`src/rtl/srq_pkg.sv`:
```
// Package: record, item and result types, op and status codes for the sortable ring queue.
`default_nettype none

package srq_pkg;

    localparam int CODE_HALF_W = 40;
    localparam int CODE_BITS   = 2 * CODE_HALF_W;
    localparam int TAG_W       = 32;
    localparam int OCC_W       = 4;

    typedef logic [1:0] t_op;
    localparam t_op OP_ENQ  = 2'd0;
    localparam t_op OP_DEQ  = 2'd1;
    localparam t_op OP_SORT = 2'd2;

    typedef logic [1:0] t_status;
    localparam t_status ST_DONE      = 2'd0;
    localparam t_status ST_OVERFLOW  = 2'd1;
    localparam t_status ST_UNDERFLOW = 2'd2;

    typedef struct packed {
        t_op                      op;
        logic [CODE_HALF_W-1:0]   code_hi;
        logic [CODE_HALF_W-1:0]   code_lo;
        logic signed [TAG_W-1:0]  tag_value;
    } t_in;

    typedef struct packed {
        t_status                  status;
        logic [CODE_HALF_W-1:0]   out_code_hi;
        logic [CODE_HALF_W-1:0]   out_code_lo;
        logic signed [TAG_W-1:0]  out_tag_value;
        logic [OCC_W-1:0]         occupancy;
    } t_out;

    typedef struct packed {
        logic [CODE_HALF_W-1:0]   code_hi;
        logic [CODE_HALF_W-1:0]   code_lo;
        logic signed [TAG_W-1:0]  tag;
    } t_rec;

    localparam int REC_W = $bits(t_rec);

endpackage

`default_nettype wire

```
`src/rtl/sortable_ring_queue_unit.sv`:
```
// Top level: ring queue of records with an in-place bubble sort sequencer.
// Enqueue, failed dequeue, no-op and sort of fewer than two records: result next cycle.
// Dequeue: one RAM read, busy for one cycle.
// Sort of n records: one RAM read and one compare per step over n-1 bubble passes;
// busy throughout, result strobe the cycle after.
// Synchronous active-low reset empties the queue; stored records are not cleared.
`default_nettype none

module sortable_ring_queue_unit #(
    parameter int QUEUE_DEPTH = 8,
    parameter int CODE_CHARS  = 10
) (
    input  wire logic          i_clk,
    input  wire logic          i_rst_n,
    input  wire logic          start,
    input  wire srq_pkg::t_in  i_item,
    output logic               busy,
    output logic               o_done,
    output srq_pkg::t_out      o_result
);

    localparam int AW = $clog2(QUEUE_DEPTH);
    localparam int CW = $clog2(QUEUE_DEPTH + 1);

    typedef enum logic [4:0] {
        S_IDLE = 5'b00001,
        S_DEQ  = 5'b00010,
        S_LOAD = 5'b00100,
        S_WALK = 5'b01000,
        S_LAST = 5'b10000
    } t_state;

    function automatic logic [AW-1:0] ptr_inc(input logic [AW-1:0] p);
        return (p == AW'(QUEUE_DEPTH - 1)) ? '0 : p + 1'b1;
    endfunction

    t_state            r_state, n_state;
    logic [AW-1:0]     r_head, n_head;
    logic [AW-1:0]     r_tail, n_tail;
    logic [CW-1:0]     r_count, n_count;
    logic [AW-1:0]     r_ptr, n_ptr;
    logic [AW-1:0]     r_wr_ptr, n_wr_ptr;
    logic [CW-1:0]     r_left, n_left;
    logic [CW-1:0]     r_pass_len, n_pass_len;
    srq_pkg::t_rec     r_carry, n_carry;
    logic              r_done, n_done;
    srq_pkg::t_out     r_out, n_out;

    logic              wr_en;
    logic [AW-1:0]     wr_addr;
    srq_pkg::t_rec     wr_data;
    logic [AW-1:0]     rd_addr;
    srq_pkg::t_rec     rd_data;
    logic              less;

    srq_ram #(
        .WIDTH (srq_pkg::REC_W),
        .DEPTH (QUEUE_DEPTH)
    ) u_ram (
        .i_clk     (i_clk),
        .i_wr_en   (wr_en),
        .i_wr_addr (wr_addr),
        .i_wr_data (wr_data),
        .i_rd_addr (rd_addr),
        .o_rd_data (rd_data)
    );

    srq_cmp #(
        .CODE_CHARS (CODE_CHARS)
    ) u_cmp (
        .i_a    (rd_data),
        .i_b    (r_carry),
        .o_less (less)
    );

    always_comb begin
        n_state    = r_state;
        n_head     = r_head;
        n_tail     = r_tail;
        n_count    = r_count;
        n_ptr      = r_ptr;
        n_wr_ptr   = r_wr_ptr;
        n_left     = r_left;
        n_pass_len = r_pass_len;
        n_carry    = r_carry;
        n_done     = 1'b0;
        n_out      = r_out;
        wr_en      = 1'b0;
        wr_addr    = r_tail;
        wr_data    = '{code_hi: i_item.code_hi, code_lo: i_item.code_lo,
                       tag: i_item.tag_value};
        rd_addr    = r_head;

        unique case (r_state)
            S_IDLE: begin
                if (start) begin
                    n_out        = '0;
                    n_out.status = srq_pkg::ST_DONE;
                    unique case (i_item.op)
                        srq_pkg::OP_ENQ: begin
                            n_done = 1'b1;
                            if (r_count == CW'(QUEUE_DEPTH)) begin
                                n_out.status = srq_pkg::ST_OVERFLOW;
                            end else begin
                                wr_en   = 1'b1;
                                n_tail  = ptr_inc(r_tail);
                                n_count = r_count + 1'b1;
                            end
                        end
                        srq_pkg::OP_DEQ: begin
                            if (r_count == '0) begin
                                n_done       = 1'b1;
                                n_out.status = srq_pkg::ST_UNDERFLOW;
                            end else begin
                                n_state = S_DEQ;
                            end
                        end
                        srq_pkg::OP_SORT: begin
                            if (r_count < CW'(2)) begin
                                n_done = 1'b1;
                            end else begin
                                // head is being read now; next read is head+1
                                n_pass_len = r_count;
                                n_left     = r_count - 1'b1;
                                n_ptr      = ptr_inc(r_head);
                                n_wr_ptr   = r_head;
                                n_state    = S_LOAD;
                            end
                        end
                        default: begin
                            n_done = 1'b1;
                        end
                    endcase
                end
            end
            S_DEQ: begin
                n_done            = 1'b1;
                n_out.out_code_hi = rd_data.code_hi;
                n_out.out_code_lo = rd_data.code_lo;
                n_out.out_tag_value = rd_data.tag;
                n_head            = ptr_inc(r_head);
                n_count           = r_count - 1'b1;
                n_state           = S_IDLE;
            end
            S_LOAD: begin
                n_carry = rd_data;
                rd_addr = r_ptr;
                n_ptr   = ptr_inc(r_ptr);
                n_state = S_WALK;
            end
            S_WALK: begin
                // strict compare keeps equal keys in order
                wr_en    = 1'b1;
                wr_addr  = r_wr_ptr;
                wr_data  = less ? rd_data : r_carry;
                n_carry  = less ? r_carry : rd_data;
                n_wr_ptr = ptr_inc(r_wr_ptr);
                rd_addr  = r_ptr;
                n_ptr    = ptr_inc(r_ptr);
                n_left   = r_left - 1'b1;
                if (r_left == CW'(1)) begin
                    n_state = S_LAST;
                end
            end
            S_LAST: begin
                wr_en      = 1'b1;
                wr_addr    = r_wr_ptr;
                wr_data    = r_carry;
                n_pass_len = r_pass_len - 1'b1;
                if (r_pass_len > CW'(2)) begin
                    // next pass starts at head, one entry shorter
                    rd_addr  = r_head;
                    n_ptr    = ptr_inc(r_head);
                    n_wr_ptr = r_head;
                    n_left   = r_pass_len - CW'(2);
                    n_state  = S_LOAD;
                end else begin
                    n_done  = 1'b1;
                    n_state = S_IDLE;
                end
            end
            default: begin
                n_state = S_IDLE;
            end
        endcase

        n_out.occupancy = srq_pkg::OCC_W'(n_count);
    end

    always_ff @(posedge i_clk) begin
        if (!i_rst_n) begin
            r_state <= S_IDLE;
            r_head  <= '0;
            r_tail  <= '0;
            r_count <= '0;
            r_done  <= 1'b0;
        end else begin
            r_state <= n_state;
            r_head  <= n_head;
            r_tail  <= n_tail;
            r_count <= n_count;
            r_done  <= n_done;
        end
    end

    always_ff @(posedge i_clk) begin
        r_ptr      <= n_ptr;
        r_wr_ptr   <= n_wr_ptr;
        r_left     <= n_left;
        r_pass_len <= n_pass_len;
        r_carry    <= n_carry;
        r_out      <= n_out;
    end

    assign busy     = (r_state != S_IDLE);
    assign o_done   = r_done;
    assign o_result = r_out;

    a_count_bound: assert property (@(posedge i_clk) disable iff (!i_rst_n)
        r_count <= CW'(QUEUE_DEPTH))
        else $error("entry count above queue depth");

    a_occ_match: assert property (@(posedge i_clk) disable iff (!i_rst_n)
        o_done |-> (o_result.occupancy == srq_pkg::OCC_W'(r_count)))
        else $error("reported occupancy differs from entry count");

    a_sort_busy: assert property (@(posedge i_clk) disable iff (!i_rst_n)
        (start && !busy && (i_item.op == srq_pkg::OP_SORT) && (r_count > CW'(1)))
        |=> (busy && !o_done))
        else $error("sort of several records did not enter the sequencer");

    a_underflow: assert property (@(posedge i_clk) disable iff (!i_rst_n)
        (start && !busy && (i_item.op == srq_pkg::OP_DEQ) && (r_count == '0))
        |=> (o_done && (o_result.status == srq_pkg::ST_UNDERFLOW)
             && (o_result.occupancy == '0)))
        else $error("empty dequeue did not report underflow");

endmodule

`default_nettype wire

```
`src/rtl/srq_ram.sv`:
```
// Generic single-write, single-read RAM with registered read data.
`default_nettype none

module srq_ram #(
    parameter int WIDTH = 8,
    parameter int DEPTH = 8
) (
    input  wire logic                     i_clk,
    input  wire logic                     i_wr_en,
    input  wire logic [$clog2(DEPTH)-1:0] i_wr_addr,
    input  wire logic [WIDTH-1:0]         i_wr_data,
    input  wire logic [$clog2(DEPTH)-1:0] i_rd_addr,
    output logic [WIDTH-1:0]              o_rd_data
);

    logic [WIDTH-1:0] r_mem [DEPTH];
    logic [WIDTH-1:0] r_rd_data;

    always_ff @(posedge i_clk) begin
        if (i_wr_en) begin
            r_mem[i_wr_addr] <= i_wr_data;
        end
        r_rd_data <= r_mem[i_rd_addr];
    end

    assign o_rd_data = r_rd_data;

endmodule

`default_nettype wire

```
`src/rtl/srq_cmp.sv`:
```
// Record key comparator: code characters left to right, then signed tag.
`default_nettype none

module srq_cmp #(
    parameter int CODE_CHARS = 10
) (
    input  wire srq_pkg::t_rec i_a,
    input  wire srq_pkg::t_rec i_b,
    output logic               o_less
);

    // characters past CODE_CHARS sit in the low bytes and are shifted out
    localparam int DROP = srq_pkg::CODE_BITS - CODE_CHARS * 8;

    logic [srq_pkg::CODE_BITS-1:0] key_a;
    logic [srq_pkg::CODE_BITS-1:0] key_b;

    assign key_a  = {i_a.code_hi, i_a.code_lo} >> DROP;
    assign key_b  = {i_b.code_hi, i_b.code_lo} >> DROP;
    assign o_less = (key_a < key_b) || ((key_a == key_b) && (i_a.tag < i_b.tag));

endmodule

`default_nettype wire

```
`config.mk`:
```
export PLATFORM = sky130hd
export DESIGN_NAME = sortable_ring_queue_unit
export DESIGN_NICKNAME = d
export VERILOG_FILES = /design/src/rtl/srq_pkg.sv /design/src/rtl/sortable_ring_queue_unit.sv /design/src/rtl/srq_ram.sv /design/src/rtl/srq_cmp.sv
export SDC_FILE = /design/constraint.sdc
export NUM_CORES = 1
export LEC_CHECK = 0
export ABC_AREA = 1
export BUFFER_PORTS_ARGS = -buffer_cell sky130_fd_sc_hd__buf_2
export CAP_MARGIN = 20
export CORE_MARGIN = 5
export CORE_UTILIZATION = 43
export DETAILED_ROUTE_END_ITERATION = 10
export PLACE_DENSITY_LB_ADDON = 0.08
export SYNTH_ARGS = -nofsm -noshare
export SYNTH_HDL_FRONTEND = slang
export SYNTH_SLANG_ARGS = --single-unit
```
`constraint.sdc`:
```
create_clock -name i_clk -period 15.5 [get_ports i_clk]
set_input_delay 3.875 -clock i_clk [delete_from_list [all_inputs] [get_ports i_clk]]
set_output_delay 3.875 -clock i_clk [all_outputs]
set_load 0.03 [all_outputs]
```
==> impl_results.md <==
- Cell mode on critical path: nand2_1
- Worst Hold Path EP: r_carry[32]
- Unrepaired setup endpoints after global routing: false
- Slew Viols, Final: 0
- First-pass GRT wire length: 226900 um
- Nets: 5336
- Share of layout cells above drive strength 1: 0.09787
- R2R depth: 15
- Hold path startpoint: u_ram.o_rd_data[32]
- Post-synth EDFFs: 1136
- Via count: 36.21k
- Mapped Area: 0.05367 mm2
- CTS buffer count: 140
- Rows: 129
- Seq/Total Area, Yosys: 0.6849
- Worst r2r dst: u_ram.r_mem[3][38]
- Drt pass-1 iters: 6
- Async SR Flop Fraction: 0
- Die Width: 363.3 um
- Ports: 237
- P per Cell Area: 170.8 mW/mm2
- Clock transition at path regs: 0.06 ns
- GP Congestion: 0.7825
- CP max-delay cell: buf_4
- GRT Util Overall: 0.2268
- Clk sink count: 1268
- Reg2reg start: r_carry[84]
- Clock tree root driver cell: clkbuf_16
- Startpoint types: input pin
- Commonest cells in the synthesized netlist: edfxtp_1, nand2_1, nor2_1
- Via density: 5.295
- Vias in the first global route: 35.11k
- Initial antenna violation count: 7
- Fin Setup TNS: 0 ns
- Starting Density: 0.4335
- Post-route DRC violation count: 0
- Simple-Gate Fraction of Synth Area: 0.1383
- CP required: 15.86 ns
- CTS tree: built
- Max-slew headroom at the worst pin: 0.1997
- Number of hold violations in the final report: 0
- Iteration-0 DRC count of the detailed router: 3290
- Max Cap Viol: 0
- Final wirelength: 151600 um
- Min Clock Period, post-route: 7.332 ns
- Worst path max stage delay: 0.85 ns
- Max Freq: 136.4 MHz
- Final Hold Slack: 0.4274 ns
- Largest family of logic cells by synthesized area: simple AND/OR/NAND/NOR gates
- Compound-Gate Fraction of Synth Area: 0.08868
- # setup viols final: 0
- Port buffer count: 236
- Largest area contributor in the netlist: edfxtp_1
- Layout area overhead: 13.51%
- Fin crit share: 0.4731
- Post-CTS Repair Setup Buffers: 0
- Post-Synth XOR/XNOR Area: 0.0009792
- Area share of the largest cell type after synthesis: 0.6356
- CP cell instances: buf_2, inv_1, ha_1, nand2_1, nor3_1, inv_1, nand2_1, nand2_1, nor2_4, buf_4, buf_4
- DR WL/cell: 22.17 um
- Leakage: 23.60 nW
- # H-tree levels: 4
- Post-DP HPWL: 82710 um
- Max rail drop VDD: 103.0 uV
- Die ar.: 0.1320 mm2
- FF+latch count, synth: 1268
- Post-DP Area: 0.05642 mm2
- Post-route cell area: 0.06092 mm2
- Worst hold path class: flop to flop
- Core area: 0.1238 mm2
- Distinct cells, synth: 42
- Post-route ant nets: 0
- Most used DFF post-synth: edfxtp_1
- Max clock buf depth: 3
- Adder-cell share of the synthesized area: 0.03031
- Outcome: finished clean
- Die Span Y: 363.3 um
- Most numerous cell in the Yosys netlist: edfxtp_1
- Crit path max fanout: 50
- Worst Skew: 0.03151 ns
- Worst path arrival time: 7.69 ns
- Reg2reg setup slack: 9.44 ns
- Pin count of the biggest net entering global routing: 184
- Endpoint type of the worst setup path: flop
- Overflow left after global routing: 0
- Number of synthesis warnings: 0
- Largest cells by area after synthesis: edfxtp_1, nand2_1, dfxtp_1
- CTS Hold Bufs: 0
- Hold path cells: 0
- Setup CP Type: input pin to flop
- Mux cell area share after synthesis: 0
- Layout fillers: 11.23k
- Mapped Cells: 4934
- Post-Syn Nets: 5181
- Slew @ Worst Pin: 1.200 ns
- Insertion delay to the later sink of the worst-skew pair: 0.75 ns
- Syn avg cell area: 10.88 um2
- CTS resizes: 0
[layout by cell type (no fill, tap or decap), types with 9 or more instances in the layout]
cell type,synthesis,final
a21oi_1,67,67
clkbuf_1,155,43
o22ai_1,114,114
ha_1,130,130
o21ai_1,216,216
inv_1,513,512
nor2_4,0,9
clkinv_1,1,14
clkbuf_8,0,20
clkinv_2,0,20
nor2_1,616,607
buf_2,47,236
nand2_1,824,820
buf_4,7,38
o21ai_0,492,490
clkbuf_16,0,145
nor3_1,14,14
dfxtp_1,132,132
nand4_1,13,13
edfxtp_1,1136,1136
nand3_1,353,350
[per-layer routing]
| layer | vias to the layer above | track usage | share of wire |
|---|---|---|---|
| met5 | - | 0 | 0 |
| met4 | 0 | 0.05131 | 0.018 |
| met3 | 178 | 0.03615 | 0.060 |
| met2 | 978 | 0.3554 | 0.45 |
| met1 | 17790 | 0.3358 | 0.47 |
| li1 | 17260 | - | - |
[how the worst max path moves through the flow]
stage	slack, ns	cells after the start	from	endpoint
2_1_floorplan	3.01	2	start	o_result[100]
3_3_place_gp	7.42	11	i_item[113]	u_ram.r_mem[0][55]
3_5_place_dp	7.37	11	i_item[113]	u_ram.r_mem[0][55]
4_1_cts	8.16	11	i_item[113]	u_ram.r_mem[0][97]
5_1_grt	7.86	11	i_item[113]	u_ram.r_mem[0][97]
6_report	8.17	11	i_item[113]	u_ram.r_mem[0][53]
[stage by stage]
stage	setup WS (ns)	std cells	utilization	total power, W
after global placement	7.418	6583	0.4557	0.007221
after CTS	8.164	6837	0.4919	0.01050
final	8.168	6839	0.4921	0.01041
after global routing	7.859	6838	0.4921	0.01098
after floorplan	3.014	4934	-	0.006319
after detailed placement	7.370	6583	0.4557	0.007240
[final cells by class]
class | count | area [um2] | area share
repair buffers | 283 | 1654 | 0.02715
diodes | 1 | 2.502 | 0.00004108
multi-input cells | 2878 | 14030 | 0.2304
inverters | 518 | 1957 | 0.03212
clock buffers | 208 | 4065 | 0.06673
clock inverters | 46 | 405.4 | 0.006654
flip-flops and latches | 1268 | 36760 | 0.6033
well taps | 1637 | 2048 | 0.03362
[power breakdown]
group / internal (W) / leakage [nW] / switching [W]
clock: 0.00191 / 2.20 / 0.00133
sequential: 0.00428 / 11.4 / 0.000198
combinational: 0.000712 / 9.96 / 0.00197
total: 0.00690 / 23.6 / 0.00350
[critical path: cells and delay by family]
kind | cells | cell delay, ns
adder cells (fa/ha/maj) | 1 | 0.17
AND/OR/NAND/NOR | 5 | 1.51
buffers and inverters | 5 | 2.03
[sequential cells by signal, indices dropped and copies added (netlist names), 4 cells and up]
name / cells
u_ram.r_mem: 896
o_result: 118
r_carry: 112
u_ram.o_rd_data: 112
r_state: 5
r_count: 4
r_left: 4
r_pass_len: 4
[cell families (layout without fill, tap and decap cells)]
family | count (synthesis) | in the layout
XOR/XNOR | 6 | 6
AND/OR/NAND/NOR | 1832 | 1832
buffers and inverters | 788 | 1055
AO/OA/AOI/OAI | 910 | 910
adder cells (fa/ha/maj) | 130 | 130
flip-flops | 1268 | 1268
other | 0 | 1
(Power assumes the default switching activity.)
